## config.mk

```make
export PLATFORM = sky130hd
export DESIGN_NAME = deadline_timer_queue_core
export DESIGN_NICKNAME = d
export VERILOG_FILES = /design/src/hdl/dtq_pkg.sv /design/src/hdl/deadline_timer_queue_core.sv /design/src/hdl/dtq_front.sv /design/src/hdl/dtq_engine.sv
export SDC_FILE = /design/constraint.sdc
export NUM_CORES = 2
export LEC_CHECK = 0
export BUFFER_PORTS_ARGS = -buffer_cell sky130_fd_sc_hd__buf_2
export CAP_MARGIN = 20
export CORE_ASPECT_RATIO = 2
export CORE_MARGIN = 3
export CORE_UTILIZATION = 30
export CTS_CLUSTER_DIAMETER = 80
export DETAILED_ROUTE_END_ITERATION = 12
export HOLD_SLACK_MARGIN = 0.12
export SETUP_SLACK_MARGIN = 0.2
export SKIP_CTS_REPAIR_TIMING = 1
export SLEW_MARGIN = 10
export SYNTH_ARGS = -nofsm -noshare
export SYNTH_HDL_FRONTEND = slang
export SYNTH_SLANG_ARGS = --single-unit
```

## constraint.sdc

```tcl
create_clock -name clk -period 24.8 [get_ports clk]
set_clock_uncertainty 0.05 [all_clocks]
set_input_delay 4.96 -clock clk [delete_from_list [all_inputs] [get_ports clk]]
set_output_delay 4.96 -clock clk [all_outputs]
set_load 0.01 [all_outputs]
```

## src/hdl/dtq_pkg.sv

```systemverilog
`timescale 1ns / 1ps
package dtq_pkg;

    localparam int NUM_TIMERS   = 16;
    localparam int TIME_BITS    = 48;
    localparam int PERIOD_BITS  = 40;
    localparam int MAX_RESULTS  = 16;
    localparam int SLOT_W       = $clog2(NUM_TIMERS);
    localparam int CNT_W        = $clog2(MAX_RESULTS + 1);
    localparam int ORD_W        = $clog2(MAX_RESULTS);
    localparam int QUEUE_DEPTH  = 2;
    localparam int QPTR_W       = $clog2(QUEUE_DEPTH);
    localparam int QCNT_W       = $clog2(QUEUE_DEPTH + 1);

    typedef enum logic [1:0] {
        CMD_ADD    = 2'd0,
        CMD_CANCEL = 2'd1,
        CMD_TICK   = 2'd2,
        CMD_NONE   = 2'd3
    } cmd_t;

    typedef enum logic [1:0] {
        STS_OK        = 2'd0,
        STS_FULL      = 2'd1,
        STS_NOT_FOUND = 2'd2
    } status_t;

    typedef enum logic [2:0] {
        ENG_IDLE,
        ENG_SCAN,
        ENG_ACT,
        ENG_UPDATE,
        ENG_EARLY,
        ENG_EMIT
    } eng_state_t;

    typedef struct packed {
        cmd_t                   command;
        logic [3:0]             handle_slot;
        logic [7:0]             handle_generation;
        logic [TIME_BITS-1:0]   deadline;
        logic [PERIOD_BITS-1:0] period;
        logic [TIME_BITS-1:0]   now_time;
    } cmd_rec_t;

    typedef struct packed {
        status_t              status;
        logic [3:0]           assigned_slot;
        logic [7:0]           assigned_generation;
        logic                 earliest_changed;
        logic                 fired;
        logic [3:0]           fired_slot;
        logic [7:0]           fired_generation;
        logic                 next_valid;
        logic [TIME_BITS-1:0] next_deadline;
        logic                 last;
    } result_t;

endpackage

```

## src/hdl/deadline_timer_queue_core.sv

```systemverilog
`timescale 1ns / 1ps
// Channel   Dir  Width           Contents
// s_axis    in   tdata 152, tuser 2   timer command transactions
// m_axis    out  tdata 80, tuser 2, tlast   result transactions, tlast on final one
//
// The back end scans the 16 slots one per cycle; a tick scans again for each timer
// that it fires, and ends on a final empty scan unless all 16 fire.
// Reset clears all valid bits and generations at once; no sweep.
// The front queue holds two commands, so input is taken while the back end
// works or while a result waits in the output register.
// A stalled m_axis holds its result; the engine waits before writing the next.
module deadline_timer_queue_core
(
    input  logic         clk,
    input  logic         rst_n,
    input  logic         s_axis_tvalid,
    output logic         s_axis_tready,
    // [3:0] handle_slot, [11:4] handle_generation, [59:12] deadline,
    // [99:60] period, [147:100] now_time, [151:148] zero
    input  logic [151:0] s_axis_tdata,
    // [1:0] command
    input  logic [1:0]   s_axis_tuser,
    output logic         m_axis_tvalid,
    input  logic         m_axis_tready,
    // [3:0] assigned_slot, [11:4] assigned_generation, [12] earliest_changed,
    // [13] fired, [17:14] fired_slot, [25:18] fired_generation, [26] next_valid,
    // [74:27] next_deadline, [79:75] zero
    output logic [79:0]  m_axis_tdata,
    // [1:0] status
    output logic [1:0]   m_axis_tuser,
    output logic         m_axis_tlast
);

    dtq_pkg::cmd_rec_t in_rec;
    dtq_pkg::cmd_rec_t q_rec;
    dtq_pkg::result_t  res;
    logic              q_valid;
    logic              q_ready;

    // unpack the command transaction
    always_comb
    begin
        in_rec.command           = dtq_pkg::cmd_t'(s_axis_tuser);
        in_rec.handle_slot       = s_axis_tdata[3:0];
        in_rec.handle_generation = s_axis_tdata[11:4];
        in_rec.deadline          = s_axis_tdata[59:12];
        in_rec.period            = s_axis_tdata[99:60];
        in_rec.now_time          = s_axis_tdata[147:100];
    end

    dtq_front u_front
    (
        .clk      (clk),
        .rst_n    (rst_n),
        .in_valid (s_axis_tvalid),
        .in_ready (s_axis_tready),
        .in_rec   (in_rec),
        .q_valid  (q_valid),
        .q_ready  (q_ready),
        .q_rec    (q_rec)
    );

    dtq_engine u_engine
    (
        .clk       (clk),
        .rst_n     (rst_n),
        .q_valid   (q_valid),
        .q_ready   (q_ready),
        .q_rec     (q_rec),
        .res_valid (m_axis_tvalid),
        .res_ready (m_axis_tready),
        .res       (res)
    );

    // pack the result transaction
    assign m_axis_tuser = res.status;
    assign m_axis_tlast = res.last;
    assign m_axis_tdata = {5'd0, res.next_deadline, res.next_valid, res.fired_generation,
                           res.fired_slot, res.fired, res.earliest_changed,
                           res.assigned_generation, res.assigned_slot};

endmodule

```

## src/hdl/dtq_front.sv

```systemverilog
`timescale 1ns / 1ps
// Input side: takes transactions, classifies the command code, queues them.
module dtq_front
(
    input  logic               clk,
    input  logic               rst_n,
    input  logic               in_valid,
    output logic               in_ready,
    input  dtq_pkg::cmd_rec_t  in_rec,
    output logic               q_valid,
    input  logic               q_ready,
    output dtq_pkg::cmd_rec_t  q_rec
);

    dtq_pkg::cmd_rec_t                  mem_reg [dtq_pkg::QUEUE_DEPTH];
    logic [dtq_pkg::QPTR_W-1:0]         wr_ptr_reg, wr_ptr_next;
    logic [dtq_pkg::QPTR_W-1:0]         rd_ptr_reg, rd_ptr_next;
    logic [dtq_pkg::QCNT_W-1:0]         cnt_reg, cnt_next;
    logic                               push, pop;
    dtq_pkg::cmd_rec_t                  cls_rec;

    // unknown codes become an explicit no-op
    always_comb
    begin
        cls_rec = in_rec;
        unique case (in_rec.command)
            dtq_pkg::CMD_ADD, dtq_pkg::CMD_CANCEL, dtq_pkg::CMD_TICK: cls_rec.command = in_rec.command;
            default: cls_rec.command = dtq_pkg::CMD_NONE;
        endcase
    end

    assign in_ready = (cnt_reg != dtq_pkg::QCNT_W'(dtq_pkg::QUEUE_DEPTH));
    assign q_valid  = (cnt_reg != '0);
    assign q_rec    = mem_reg[rd_ptr_reg];
    assign push     = in_valid && in_ready;
    assign pop      = q_valid && q_ready;

    always_comb
    begin
        wr_ptr_next = wr_ptr_reg;
        rd_ptr_next = rd_ptr_reg;
        cnt_next    = cnt_reg;
        if (push)
        begin
            wr_ptr_next = (wr_ptr_reg == dtq_pkg::QPTR_W'(dtq_pkg::QUEUE_DEPTH - 1)) ?
                          '0 : wr_ptr_reg + 1'b1;
        end
        if (pop)
        begin
            rd_ptr_next = (rd_ptr_reg == dtq_pkg::QPTR_W'(dtq_pkg::QUEUE_DEPTH - 1)) ?
                          '0 : rd_ptr_reg + 1'b1;
        end
        if (push && !pop)
        begin
            cnt_next = cnt_reg + 1'b1;
        end
        else if (pop && !push)
        begin
            cnt_next = cnt_reg - 1'b1;
        end
    end

    always_ff @(posedge clk or negedge rst_n)
    begin
        if (!rst_n)
        begin
            wr_ptr_reg <= '0;
            rd_ptr_reg <= '0;
            cnt_reg    <= '0;
        end
        else
        begin
            wr_ptr_reg <= wr_ptr_next;
            rd_ptr_reg <= rd_ptr_next;
            cnt_reg    <= cnt_next;
        end
    end

    always_ff @(posedge clk)
    begin
        if (push)
        begin
            mem_reg[wr_ptr_reg] <= cls_rec;
        end
    end

endmodule

```

## src/hdl/dtq_engine.sv

```systemverilog
`timescale 1ns / 1ps
// Back end: slot table, slot-serial scans, result register.
module dtq_engine
(
    input  logic               clk,
    input  logic               rst_n,
    input  logic               q_valid,
    output logic               q_ready,
    input  dtq_pkg::cmd_rec_t  q_rec,
    output logic               res_valid,
    input  logic               res_ready,
    output dtq_pkg::result_t   res
);

    localparam logic [dtq_pkg::SLOT_W-1:0] LAST_IDX = dtq_pkg::SLOT_W'(dtq_pkg::NUM_TIMERS - 1);
    localparam logic [dtq_pkg::TIME_BITS-1:0] TIME_MAX = '1;

    // slot table
    logic                               slot_valid_reg [dtq_pkg::NUM_TIMERS];
    logic [7:0]                         slot_gen_reg   [dtq_pkg::NUM_TIMERS];
    logic [dtq_pkg::TIME_BITS-1:0]      slot_dl_reg    [dtq_pkg::NUM_TIMERS];
    logic [dtq_pkg::PERIOD_BITS-1:0]    slot_per_reg   [dtq_pkg::NUM_TIMERS];
    logic                               picked_reg     [dtq_pkg::NUM_TIMERS];
    logic [3:0]                         ord_slot_reg   [dtq_pkg::MAX_RESULTS];
    logic [7:0]                         ord_gen_reg    [dtq_pkg::MAX_RESULTS];

    dtq_pkg::eng_state_t                state_reg, state_next;
    dtq_pkg::cmd_rec_t                  cur_reg;
    logic [dtq_pkg::SLOT_W-1:0]         idx_reg;
    logic                               any_reg;
    logic [dtq_pkg::TIME_BITS-1:0]      min_reg;
    logic                               free_found_reg;
    logic [dtq_pkg::SLOT_W-1:0]         free_idx_reg;
    logic                               found_reg;
    logic [dtq_pkg::SLOT_W-1:0]         best_idx_reg;
    logic [dtq_pkg::TIME_BITS-1:0]      best_dl_reg;
    logic [7:0]                         best_gen_reg;
    logic [dtq_pkg::CNT_W-1:0]          cnt_reg;
    logic [dtq_pkg::CNT_W-1:0]          k_reg;
    dtq_pkg::status_t                   status_reg;
    logic [3:0]                         aslot_reg;
    logic [7:0]                         agen_reg;
    logic                               changed_reg;
    logic                               out_valid_reg;
    dtq_pkg::result_t                   out_reg;

    // single read port into the table
    logic [dtq_pkg::SLOT_W-1:0]         rd_idx;
    logic                               rd_valid;
    logic [7:0]                         rd_gen;
    logic [dtq_pkg::TIME_BITS-1:0]      rd_dl;
    logic [dtq_pkg::PERIOD_BITS-1:0]    rd_per;
    logic [dtq_pkg::TIME_BITS:0]        rearm_sum;
    logic [dtq_pkg::TIME_BITS-1:0]      rearm_dl;
    logic                               last_idx;
    logic                               out_free;
    logic                               handle_hit;
    logic                               tick_elig;
    logic                               emit_last;
    logic                               cnt_full;
    logic [dtq_pkg::SLOT_W-1:0]         hs_idx;

    assign hs_idx   = dtq_pkg::SLOT_W'(cur_reg.handle_slot);
    assign last_idx = (idx_reg == LAST_IDX);
    assign out_free = !out_valid_reg || res_ready;

    always_comb
    begin
        unique case (state_reg)
            dtq_pkg::ENG_ACT:
            begin
                rd_idx = (cur_reg.command == dtq_pkg::CMD_CANCEL) ? hs_idx : free_idx_reg;
            end
            default: rd_idx = idx_reg;
        endcase
    end

    assign rd_valid  = slot_valid_reg[rd_idx];
    assign rd_gen    = slot_gen_reg[rd_idx];
    assign rd_dl     = slot_dl_reg[rd_idx];
    assign rd_per    = slot_per_reg[rd_idx];
    assign rearm_sum = {1'b0, cur_reg.now_time} + (dtq_pkg::TIME_BITS + 1)'(rd_per);
    assign rearm_dl  = rearm_sum[dtq_pkg::TIME_BITS] ? TIME_MAX
                                                     : rearm_sum[dtq_pkg::TIME_BITS-1:0];
    assign tick_elig = rd_valid && !picked_reg[rd_idx] && (rd_dl <= cur_reg.now_time);
    assign handle_hit = (32'(cur_reg.handle_slot) < dtq_pkg::NUM_TIMERS) && rd_valid
                        && (rd_gen == cur_reg.handle_generation);
    assign emit_last = (cnt_reg == '0) || (k_reg + 1'b1 == cnt_reg);
    assign cnt_full  = (cnt_reg + 1'b1 == dtq_pkg::CNT_W'(dtq_pkg::MAX_RESULTS));

    // next state
    always_comb
    begin
        state_next = state_reg;
        unique case (state_reg)
            dtq_pkg::ENG_IDLE:
            begin
                if (q_valid)
                begin
                    unique case (q_rec.command)
                        dtq_pkg::CMD_ADD, dtq_pkg::CMD_TICK: state_next = dtq_pkg::ENG_SCAN;
                        dtq_pkg::CMD_CANCEL:                 state_next = dtq_pkg::ENG_ACT;
                        default:                             state_next = dtq_pkg::ENG_EARLY;
                    endcase
                end
            end
            dtq_pkg::ENG_SCAN:
            begin
                if (last_idx)
                begin
                    state_next = dtq_pkg::ENG_ACT;
                end
            end
            dtq_pkg::ENG_ACT:
            begin
                if (cur_reg.command == dtq_pkg::CMD_TICK)
                begin
                    state_next = (found_reg && !cnt_full) ? dtq_pkg::ENG_SCAN
                                                          : dtq_pkg::ENG_UPDATE;
                end
                else
                begin
                    state_next = dtq_pkg::ENG_EARLY;
                end
            end
            dtq_pkg::ENG_UPDATE:
            begin
                if (last_idx)
                begin
                    state_next = dtq_pkg::ENG_EARLY;
                end
            end
            dtq_pkg::ENG_EARLY:
            begin
                if (last_idx)
                begin
                    state_next = dtq_pkg::ENG_EMIT;
                end
            end
            dtq_pkg::ENG_EMIT:
            begin
                if (out_free && emit_last)
                begin
                    state_next = dtq_pkg::ENG_IDLE;
                end
            end
            default: state_next = dtq_pkg::ENG_IDLE;
        endcase
    end

    // outputs
    always_comb
    begin
        q_ready = (state_reg == dtq_pkg::ENG_IDLE);
    end

    assign res_valid = out_valid_reg;
    assign res       = out_reg;

    always_ff @(posedge clk or negedge rst_n)
    begin
        if (!rst_n)
        begin
            state_reg <= dtq_pkg::ENG_IDLE;
        end
        else
        begin
            state_reg <= state_next;
        end
    end

    // control and slot state
    always_ff @(posedge clk or negedge rst_n)
    begin
        if (!rst_n)
        begin
            idx_reg        <= '0;
            cnt_reg        <= '0;
            k_reg          <= '0;
            found_reg      <= 1'b0;
            any_reg        <= 1'b0;
            free_found_reg <= 1'b0;
            out_valid_reg  <= 1'b0;
            for (int i = 0; i < dtq_pkg::NUM_TIMERS; i++)
            begin
                slot_valid_reg[i] <= 1'b0;
                slot_gen_reg[i]   <= '0;
                picked_reg[i]     <= 1'b0;
            end
        end
        else
        begin
            if (res_ready)
            begin
                out_valid_reg <= 1'b0;
            end
            unique case (state_reg)
                dtq_pkg::ENG_IDLE:
                begin
                    idx_reg        <= '0;
                    cnt_reg        <= '0;
                    k_reg          <= '0;
                    found_reg      <= 1'b0;
                    any_reg        <= 1'b0;
                    free_found_reg <= 1'b0;
                    for (int i = 0; i < dtq_pkg::NUM_TIMERS; i++)
                    begin
                        picked_reg[i] <= 1'b0;
                    end
                end
                dtq_pkg::ENG_SCAN:
                begin
                    idx_reg <= idx_reg + 1'b1;
                    if (cur_reg.command == dtq_pkg::CMD_ADD)
                    begin
                        if (rd_valid)
                        begin
                            any_reg <= 1'b1;
                        end
                        else if (!free_found_reg)
                        begin
                            free_found_reg <= 1'b1;
                        end
                    end
                    else if (tick_elig && (!found_reg || rd_dl < best_dl_reg))
                    begin
                        found_reg <= 1'b1;
                    end
                end
                dtq_pkg::ENG_ACT:
                begin
                    idx_reg <= '0;
                    unique case (cur_reg.command)
                        dtq_pkg::CMD_ADD:
                        begin
                            if (free_found_reg)
                            begin
                                slot_valid_reg[free_idx_reg] <= 1'b1;
                                slot_gen_reg[free_idx_reg]   <= rd_gen + 8'd1;
                            end
                            any_reg <= 1'b0;
                        end
                        dtq_pkg::CMD_CANCEL:
                        begin
                            if (handle_hit)
                            begin
                                slot_valid_reg[hs_idx] <= 1'b0;
                            end
                            any_reg <= 1'b0;
                        end
                        default:
                        begin
                            found_reg <= 1'b0;
                            if (found_reg)
                            begin
                                picked_reg[best_idx_reg] <= 1'b1;
                                cnt_reg                  <= cnt_reg + 1'b1;
                            end
                        end
                    endcase
                end
                dtq_pkg::ENG_UPDATE:
                begin
                    idx_reg <= idx_reg + 1'b1;
                    if (picked_reg[idx_reg] && (rd_per == '0))
                    begin
                        slot_valid_reg[idx_reg] <= 1'b0;
                    end
                    any_reg <= 1'b0;
                end
                dtq_pkg::ENG_EARLY:
                begin
                    idx_reg <= idx_reg + 1'b1;
                    if (rd_valid)
                    begin
                        any_reg <= 1'b1;
                    end
                end
                dtq_pkg::ENG_EMIT:
                begin
                    if (out_free)
                    begin
                        out_valid_reg <= 1'b1;
                        k_reg         <= k_reg + 1'b1;
                    end
                end
                default:
                begin
                    idx_reg <= '0;
                end
            endcase
        end
    end

    // payload registers
    always_ff @(posedge clk)
    begin
        unique case (state_reg)
            dtq_pkg::ENG_IDLE:
            begin
                cur_reg     <= q_rec;
                // defaults for commands that skip the act step
                status_reg  <= dtq_pkg::STS_OK;
                aslot_reg   <= '0;
                agen_reg    <= '0;
                changed_reg <= 1'b0;
            end
            dtq_pkg::ENG_SCAN:
            begin
                if (cur_reg.command == dtq_pkg::CMD_ADD)
                begin
                    if (rd_valid && (!any_reg || rd_dl < min_reg))
                    begin
                        min_reg <= rd_dl;
                    end
                    if (!rd_valid && !free_found_reg)
                    begin
                        free_idx_reg <= idx_reg;
                    end
                end
                else if (tick_elig && (!found_reg || rd_dl < best_dl_reg))
                begin
                    best_idx_reg <= idx_reg;
                    best_dl_reg  <= rd_dl;
                    best_gen_reg <= rd_gen;
                end
            end
            dtq_pkg::ENG_ACT:
            begin
                status_reg  <= dtq_pkg::STS_OK;
                aslot_reg   <= '0;
                agen_reg    <= '0;
                changed_reg <= 1'b0;
                unique case (cur_reg.command)
                    dtq_pkg::CMD_ADD:
                    begin
                        if (free_found_reg)
                        begin
                            slot_dl_reg[free_idx_reg]  <= cur_reg.deadline;
                            slot_per_reg[free_idx_reg] <= cur_reg.period;
                            aslot_reg   <= 4'(free_idx_reg);
                            agen_reg    <= rd_gen + 8'd1;
                            changed_reg <= !any_reg || (cur_reg.deadline < min_reg);
                        end
                        else
                        begin
                            status_reg <= dtq_pkg::STS_FULL;
                        end
                    end
                    dtq_pkg::CMD_CANCEL:
                    begin
                        if (!handle_hit)
                        begin
                            status_reg <= dtq_pkg::STS_NOT_FOUND;
                        end
                    end
                    default:
                    begin
                        if (found_reg)
                        begin
                            ord_slot_reg[cnt_reg[dtq_pkg::ORD_W-1:0]] <= 4'(best_idx_reg);
                            ord_gen_reg[cnt_reg[dtq_pkg::ORD_W-1:0]]  <= best_gen_reg;
                        end
                    end
                endcase
            end
            dtq_pkg::ENG_UPDATE:
            begin
                if (picked_reg[idx_reg] && (rd_per != '0))
                begin
                    slot_dl_reg[idx_reg] <= rearm_dl;
                end
            end
            dtq_pkg::ENG_EARLY:
            begin
                if (rd_valid && (!any_reg || rd_dl < min_reg))
                begin
                    min_reg <= rd_dl;
                end
            end
            dtq_pkg::ENG_EMIT:
            begin
                if (out_free)
                begin
                    out_reg.status              <= status_reg;
                    out_reg.assigned_slot       <= aslot_reg;
                    out_reg.assigned_generation <= agen_reg;
                    out_reg.earliest_changed    <= changed_reg;
                    out_reg.fired               <= (cnt_reg != '0);
                    out_reg.fired_slot          <= (cnt_reg != '0) ?
                                                   ord_slot_reg[k_reg[dtq_pkg::ORD_W-1:0]] : '0;
                    out_reg.fired_generation    <= (cnt_reg != '0) ?
                                                   ord_gen_reg[k_reg[dtq_pkg::ORD_W-1:0]] : '0;
                    out_reg.next_valid          <= any_reg;
                    out_reg.next_deadline       <= any_reg ? min_reg : '0;
                    out_reg.last                <= emit_last;
                end
            end
            default:
            begin
                cur_reg <= cur_reg;
            end
        endcase
    end

endmodule

```

==> Word level (Yosys, flattened, before mapping) <==
Memories as Yosys holds them, arrays and structs flattened. A register that Yosys moved wholly into a read port is not among the register bits.
Index checks and enable logic that the tools add are counted.
{ "totals": {"in_bits": 158, "ram_bits": 1900, "reg_bits": 528, "rom_bits": 0, "latchBits": 0, "n_memories": 5} }
{ "op_classes": {"shifts": 0, "n_addsub": 9, "reduce_logical": 69, "n_eq_ne": 33, "n_div": 0, "bitwise": 12, "muxes": 100, "order_cmp": 13, "multipliers": 0} }
{ "memory_table": {"columns": ["memory", "words", "word_bits", "read_ports", "rd_clocked_by_memory_dff", "wr", "line_no", "text"], "rows": [
  ["u_engine.slot_dl_reg", 16, 48, 1, 0, 1, "dtq_engine.sv:21", "logic [dtq_pkg::TIME_BITS-1:0] slot_dl_reg [dtq_pkg::NUM_TIMERS];"],
  ["u_engine.slot_per_reg", 16, 40, 1, 0, 1, "dtq_engine.sv:22", "logic [dtq_pkg::PERIOD_BITS-1:0] slot_per_reg [dtq_pkg::NUM_TIMERS];"],
  ["u_front.mem_reg", 2, 150, 1, 0, 1, "dtq_front.sv:15", "dtq_pkg::cmd_rec_t mem_reg [dtq_pkg::QUEUE_DEPTH];"],
  ["u_engine.ord_gen_reg", 16, 8, 1, 1, 1, "dtq_engine.sv:25", "logic [7:0] ord_gen_reg [dtq_pkg::MAX_RESULTS];"],
  ["u_engine.ord_slot_reg", 16, 4, 1, 1, 1, "dtq_engine.sv:24", "logic [3:0] ord_slot_reg [dtq_pkg::MAX_RESULTS];"]
]} }
{ "ops": {"columns": ["op", "count"], "rows": [
  ["$mux W48", 4],
  ["$lt A48 B48 Y1", 3],
  ["$bwmux W128", 1],
  ["$pmux W16 S2", 3],
  ["$pmux W48 S2", 1],
  ["$mux W16", 5],
  ["$add A48 B40 Y49", 1],
  ["$le A48 B48 Y1", 1],
  ["$reduce_or A48 Y1", 1],
  ["$logic_not A40 Y1", 1],
  ["$mux W1", 40],
  ["$mux W8", 5],
  ["$reduce_bool A40 Y1", 1],
  ["$and A16 B16 Y16", 2],
  ["$bmux W8 S4", 1],
  ["$demux W8 S4", 1],
  ["$not A16 Y16", 2],
  ["$or A16 B16 Y16", 2],
  ["$ge A5 B5 Y1 const B", 5],
  ["$not A4 Y5", 5],
  ["$lt A5 B1 Y1 const B", 4],
  ["$mux W4", 5],
  ["$ne A2 B1 Y1 const B", 10],
  ["$pmux W5 S2", 2],
  ["48 further kinds", 130]
]} }

==> Logic depth before layout (Yosys ltp) <==
{ "depth": {"word_depth": 14, "ltp_mapped": 27, "mapped_depth_nobuf": 20} }

==> Cells and area by module <==
A second synthesis with hierarchy kept.
{ "hier_totals": {"hier_cells": 6278, "hier_area_um2": 102899.9} }
{ "modules_own_cells": {"columns": ["module", "cells_per_inst", "instances", "area_per_inst_um2"], "rows": [
  ["dtq_engine", 5785, 1, 91467.7],
  ["dtq_front", 487, 1, 11390.9],
  ["deadline_timer_queue_core", 6, 1, 41.3]
]} }

==> Worst setup path before layout <==
No wires, ideal clock.
{ "synth_timing": {"path_kind": "input-to-reg", "startpoint": "in s_axis_tvalid", "endpoint": "mem u_front.mem_reg[0][0] in the netlist's numbering (enable)", "path_stages": 2, "n_path_buf": 0, "t_required_ns": 24.089, "setup_ns": 0.661, "arrival_ns": 11.278, "slack_ns": 12.810, "path_cell_list": "nand2_1 -> nor2_1"} }
{ "synth_between": {"elab_chain_len": 3} }
{ "synth_lines": {"columns": ["element", "line_no", "text"], "rows": [
  ["start, declared", "deadline_timer_queue_core.sv:16", "input logic s_axis_tvalid,"],
  ["$logic_and A1 B1 Y1", "dtq_front.sv:35", "assign push = in_valid && in_ready;"],
  ["$mux W1", "dtq_front.sv:81", "if (push)"],
  ["$mux W1 (implied by the code)", "dtq_front.sv:83", "mem_reg[wr_ptr_reg] <= cls_rec;"],
  ["end, declared", "dtq_front.sv:15", null]
]} }
No other way between the ends.

==> Final worst setup path <==
{ "layout_timing": {"startpoint": "reg u_engine.state_reg[1]", "endpoint": "reg u_engine.best_dl_reg[18] in the netlist's numbering (enable)"} }
{ "layout_lines": {"columns": ["element", "line_no", "text"], "rows": [
  ["start, declared", "dtq_engine.sv:27", "dtq_pkg::eng_state_t state_reg, state_next;"],
  ["start signal, assigned", "dtq_engine.sv:164", "state_reg <= dtq_pkg::ENG_IDLE;"],
  ["start signal, assigned", "dtq_engine.sv:168", "state_reg <= state_next;"],
  ["$eq A3 B2 Y1 (*)", "dtq_engine.sv:69", "unique case (state_reg)"],
  ["$mux W4 (*)", "dtq_engine.sv:69", null],
  ["$mem_v2 Z16 W48 (*)", null, null],
  ["net u_engine.rd_dl (one bit)", "dtq_engine.sv:51", "logic [dtq_pkg::TIME_BITS-1:0] rd_dl;"],
  ["$le A48 B48 Y1 or $lt A48 B48 Y1 (tied branches)", "dtq_engine.sv:85, dtq_engine.sv:321", null],
  ["$logic_and A1 B1 Y1 or $logic_or A1 B1 Y1 (tied branches)", "dtq_engine.sv:85, dtq_engine.sv:321", null],
  ["$logic_and A1 B1 Y1 (*)", "dtq_engine.sv:321", "else if (tick_elig && (!found_reg || rd_dl < best_dl_reg))"],
  ["$reduce_and A3 Y1 (no line) (*)", null, null],
  ["end signal, assigned", "dtq_engine.sv:324", "best_dl_reg <= rd_dl;"],
  ["end, declared", "dtq_engine.sv:36", "logic [dtq_pkg::TIME_BITS-1:0] best_dl_reg;"]
]} }
The timed path passes the listed nets; every way through them passes the cells marked *. The select of a mux whose other input is x is not followed.
A chain may end at the register's enable or synchronous reset.

==> results.md <==
- Status: finished, final reports clean
- DP HPWL: 197,700 um
- Worst Setup Start Kind: register
- Post-synth cell types: 89
- Die H: around 830 um
- Seq/Total Area, Yosys: 0.7065
- Post-synth EDFFs: 2,255
- Synth top area cells: edfxtp_1 66%, mux4_2 7.3%, dfrtp_1 4.5%
- Internal power: 9.341 mW
- Area of the multi-input gates: between 0.02 and 0.03 sq mm
- First-pass GRT wire length: approximately 430,000 um
- Final nets: 6,920
- Dominant cell type by area after synthesis: edfxtp_1
- CTS Buf Count: 205
- Clock Sinks: 2,440
- Vias in the first global route: ~60,000
- Via density: 5.234
- Clock Tree Buf Depth: 4
- Antenna viol nets, final: 0
- Synth top area share: 0.6613
- WL/cell: 27.22 um
- Core footprint: approximately 0.34 sq mm
- R2R depth: 24
- Max-slew headroom: 0.2615
- Hold_sp: u_engine.agen_reg[0]$_SDFFCE_PN0P_
- Vias: 58,133
- Area Overhead vs Synth: 13.24%
- Flop pwr share: 0.377
- Setup violators final: 0
- Starting DRT DRC Count: 4,628
- Largest net degree at the start of global routing: around 120
- Worst r2r src: u_engine.state_reg[1]$_DFFE_PN0P_
- Synthesized cell area: 0.1024 sq mm
- Share of layout cells above drive strength 1: 0.1996
- Clock slew at reported path FFs: about 70 ps
- Sw frac: 0.3951
- Final Total Pwr: around 15 mW
- Crit Path Category: reg2reg
- Grt ovf: 0
- Total Negative Setup Slacks: 0 ps
- Max Cap Viol: 0
- Synth Instances: 6,231
- FF+latch count, synth: 2,440
- Final Max Slew Viols: 0
- Min-Delay Endpoint: u_engine.res[64]$_DFFE_PP_
- Post-synth ARST share: 0.07582
- Tcrit/Tclk final: 0.4560
- Initial antenna violation count: 33
- Mapped Avg Cell Area: 16.43 sq um
- Ports: 243
- Max reg flops: 768
- Minimum clock period: 11,310 ps
- Die boundary width: 419.1 um
- Worst Max-Slew Pin Slew: 1106 ps
- Port bufs: 233
- Reg-to-reg endpoint: u_engine.best_dl_reg[18]$_DFFE_PP_
- WHS: 373.0 ps
- Peak Freq: 0.08843 GHz
- Register Area: roughly 0.072 sq mm
- Final hold vios: 0
- TritonRoute pass-1 iters: 7
- Worst vdd ir: between 0.09 and 0.1 mV
- Combinational Power Share: 0.415
- Crit path max fanout: 52
- Hold Crit Depth: 0
- Largest family of logic cells by synthesized area: multiplexers
- FF-to-FF setup slack: 13,490 ps
- Mux cell area share after synthesis: 0.1082
- TritonCTS clock tree: done
- Most frequent cells in the layout: 2,255 x edfxtp_1, 367 x nand2_1, 330 x mux4_2, 278 x a21oi_1, 263 x nor2_1
- YS warnings: 0
- Worst Setup End Kind: register
- Row Count: 302
- Compound-Gate Fraction of Synth Area: 0.07101
- CTS root buf: clkbuf_16
- Final design utilization: 0.3421
- Top_reg_cell synth: edfxtp_1
- Clock network power share: 0.208
- RSZ-0062 raised after global routing: no
- P_leak: 39.54 nW
- DRT Wirelength: 302,300 um
- Most common cell after layout, fill and taps aside: edfxtp_1
- GPL Wtd Cong: 0.9379
- Psw: 6.103 mW
- Critical Path AT: 11,740 ps
- Xor-xnor portion of the synthesized cell area: 0.006330
- Initial core utilization: 0.3021
- H-Tree Level Count: 4
- Total die area: between 0.3 and 0.4 sq mm
- Fill count: 31,971
- Worst hold path type: reg2reg
- Total GRT Usage: 0.1700
- Critical Path RT: 25,230 ps
- Clock latency on the worst-skew pair: between 900 and 1000 ps
- Residual DRC count: 0
- Simple-gate share of the synthesized area: 0.05605
- Power Density: about 130 mW/mm^2
- Adder-cell share of the synthesized area: 0.02952
==> logic make-up after synthesis <==
group,Yosys count
flops,2440
simple gates,1205
compound gates,1055
mux,666
buf+inv,549
fa+ha+maj,241
xor+xnor,74
other cells,1
==> how the worst max path moves through the flow <==
stage,end,cells past startpoint,from
2_1_floorplan,u_front.mem_reg[0][0]$_DFFE_PP_,2,s_axis_tvalid
3_3_place_gp,u_engine.best_dl_reg[24]$_DFFE_PP_,24,u_engine.state_reg[1]$_DFFE_PN0P_
3_5_place_dp,u_engine.best_dl_reg[25]$_DFFE_PP_,24,u_engine.state_reg[1]$_DFFE_PN0P_
4_1_cts,u_engine.best_dl_reg[18]$_DFFE_PP_,24,u_engine.state_reg[1]$_DFFE_PN0P_
5_1_grt,u_engine.best_dl_reg[18]$_DFFE_PP_,24,u_engine.state_reg[1]$_DFFE_PN0P_
6_report,u_engine.best_dl_reg[18]$_DFFE_PP_,24,u_engine.state_reg[1]$_DFFE_PN0P_
==> cell usage after synthesis (36+ instances only) <==
cell type and number:
a21o_1 94, and3_1 68, a22oi_1 39, dfrtp_1 185
edfxtp_1 2255, a21oi_1 282, nand3_1 169, clkbuf_1 202
mux4_2 330, and2_1 68, nor2_1 279, buf_1 47
a211o_1 36, mux2i_1 139, inv_1 205, ha_1 240
o21ai_0 121, o2111a_1 40, nand2_1 367, xnor2_1 43
mux2_2 179, buf_2 70, nand2b_1 75, a21boi_0 38
a31oi_1 101, a211oi_1 68, a311oi_1 41, nand4_1 47
==> layer usage <==
metal	part of all wire	track usage	up-vias	routed length [um]
li1	-	-	25063	-
met1	0.36	0.1882	30161	107500
met2	0.52	0.3080	2191	157800
met3	0.051	0.02118	712	15470
met4	0.071	0.1048	6	21570
met5	0.00011	0	-	34
==> power groups by stage <==
stage | Combinational (mW) | Clock [mW] | Sequential, mW
finish | 6.41 | 3.22 | 5.82
global route | 6.89 | 3.44 | 5.85
CTS | 6.39 | 3.30 | 5.83
detailed placement | 6.37 | 0 | 5.91
global placement | 6.29 | 0 | 5.89
floorplan | 4.06 | 0 | 5.67
==> layout make-up <==
cell class                      count  area share
Sequential cell                  2440      0.6240
Multi-Input combinational cell   3246      0.2426
Tap cell                         4408     0.04757
Clock buffer                      245     0.04615
Timing Repair Buffer              421     0.02303
Clock inverter                    123    0.009485
Inverter                          207    0.006787
Antenna cell                       17   0.0003669
==> metrics by stage <==
step                worst slack [ps]  instances  area, sq um
floorplan                      12810       6235       102400
global placement               13560      10693       109100
detailed placement             13480      10697       109200
CTS                            13370      11065       115600
global route                   13140      11104       115900
finish                         13490      11107       116000
==> critical path, stage by stage (launching register included) <==
cell and delay [ps]:
dfrtp_1 690, nor3b_4 410, buf_4 540, nor2_2 60, buf_4 290, nor2_4 760
buf_4 620, buf_4 590, buf_4 630, mux4_2 340, nand2_1 50, and3_1 210
a31oi_1 660, ha_1 390, a21o_1 170, a21o_1 170, a21o_1 170, a21oi_1 380
o221ai_1 360, a311o_1 450, a211oi_2 860, o211ai_1 270, or3_1 450, a21oi_4 330
buf_4 660
No activity file was read; power rests on OpenSTA's default activity.
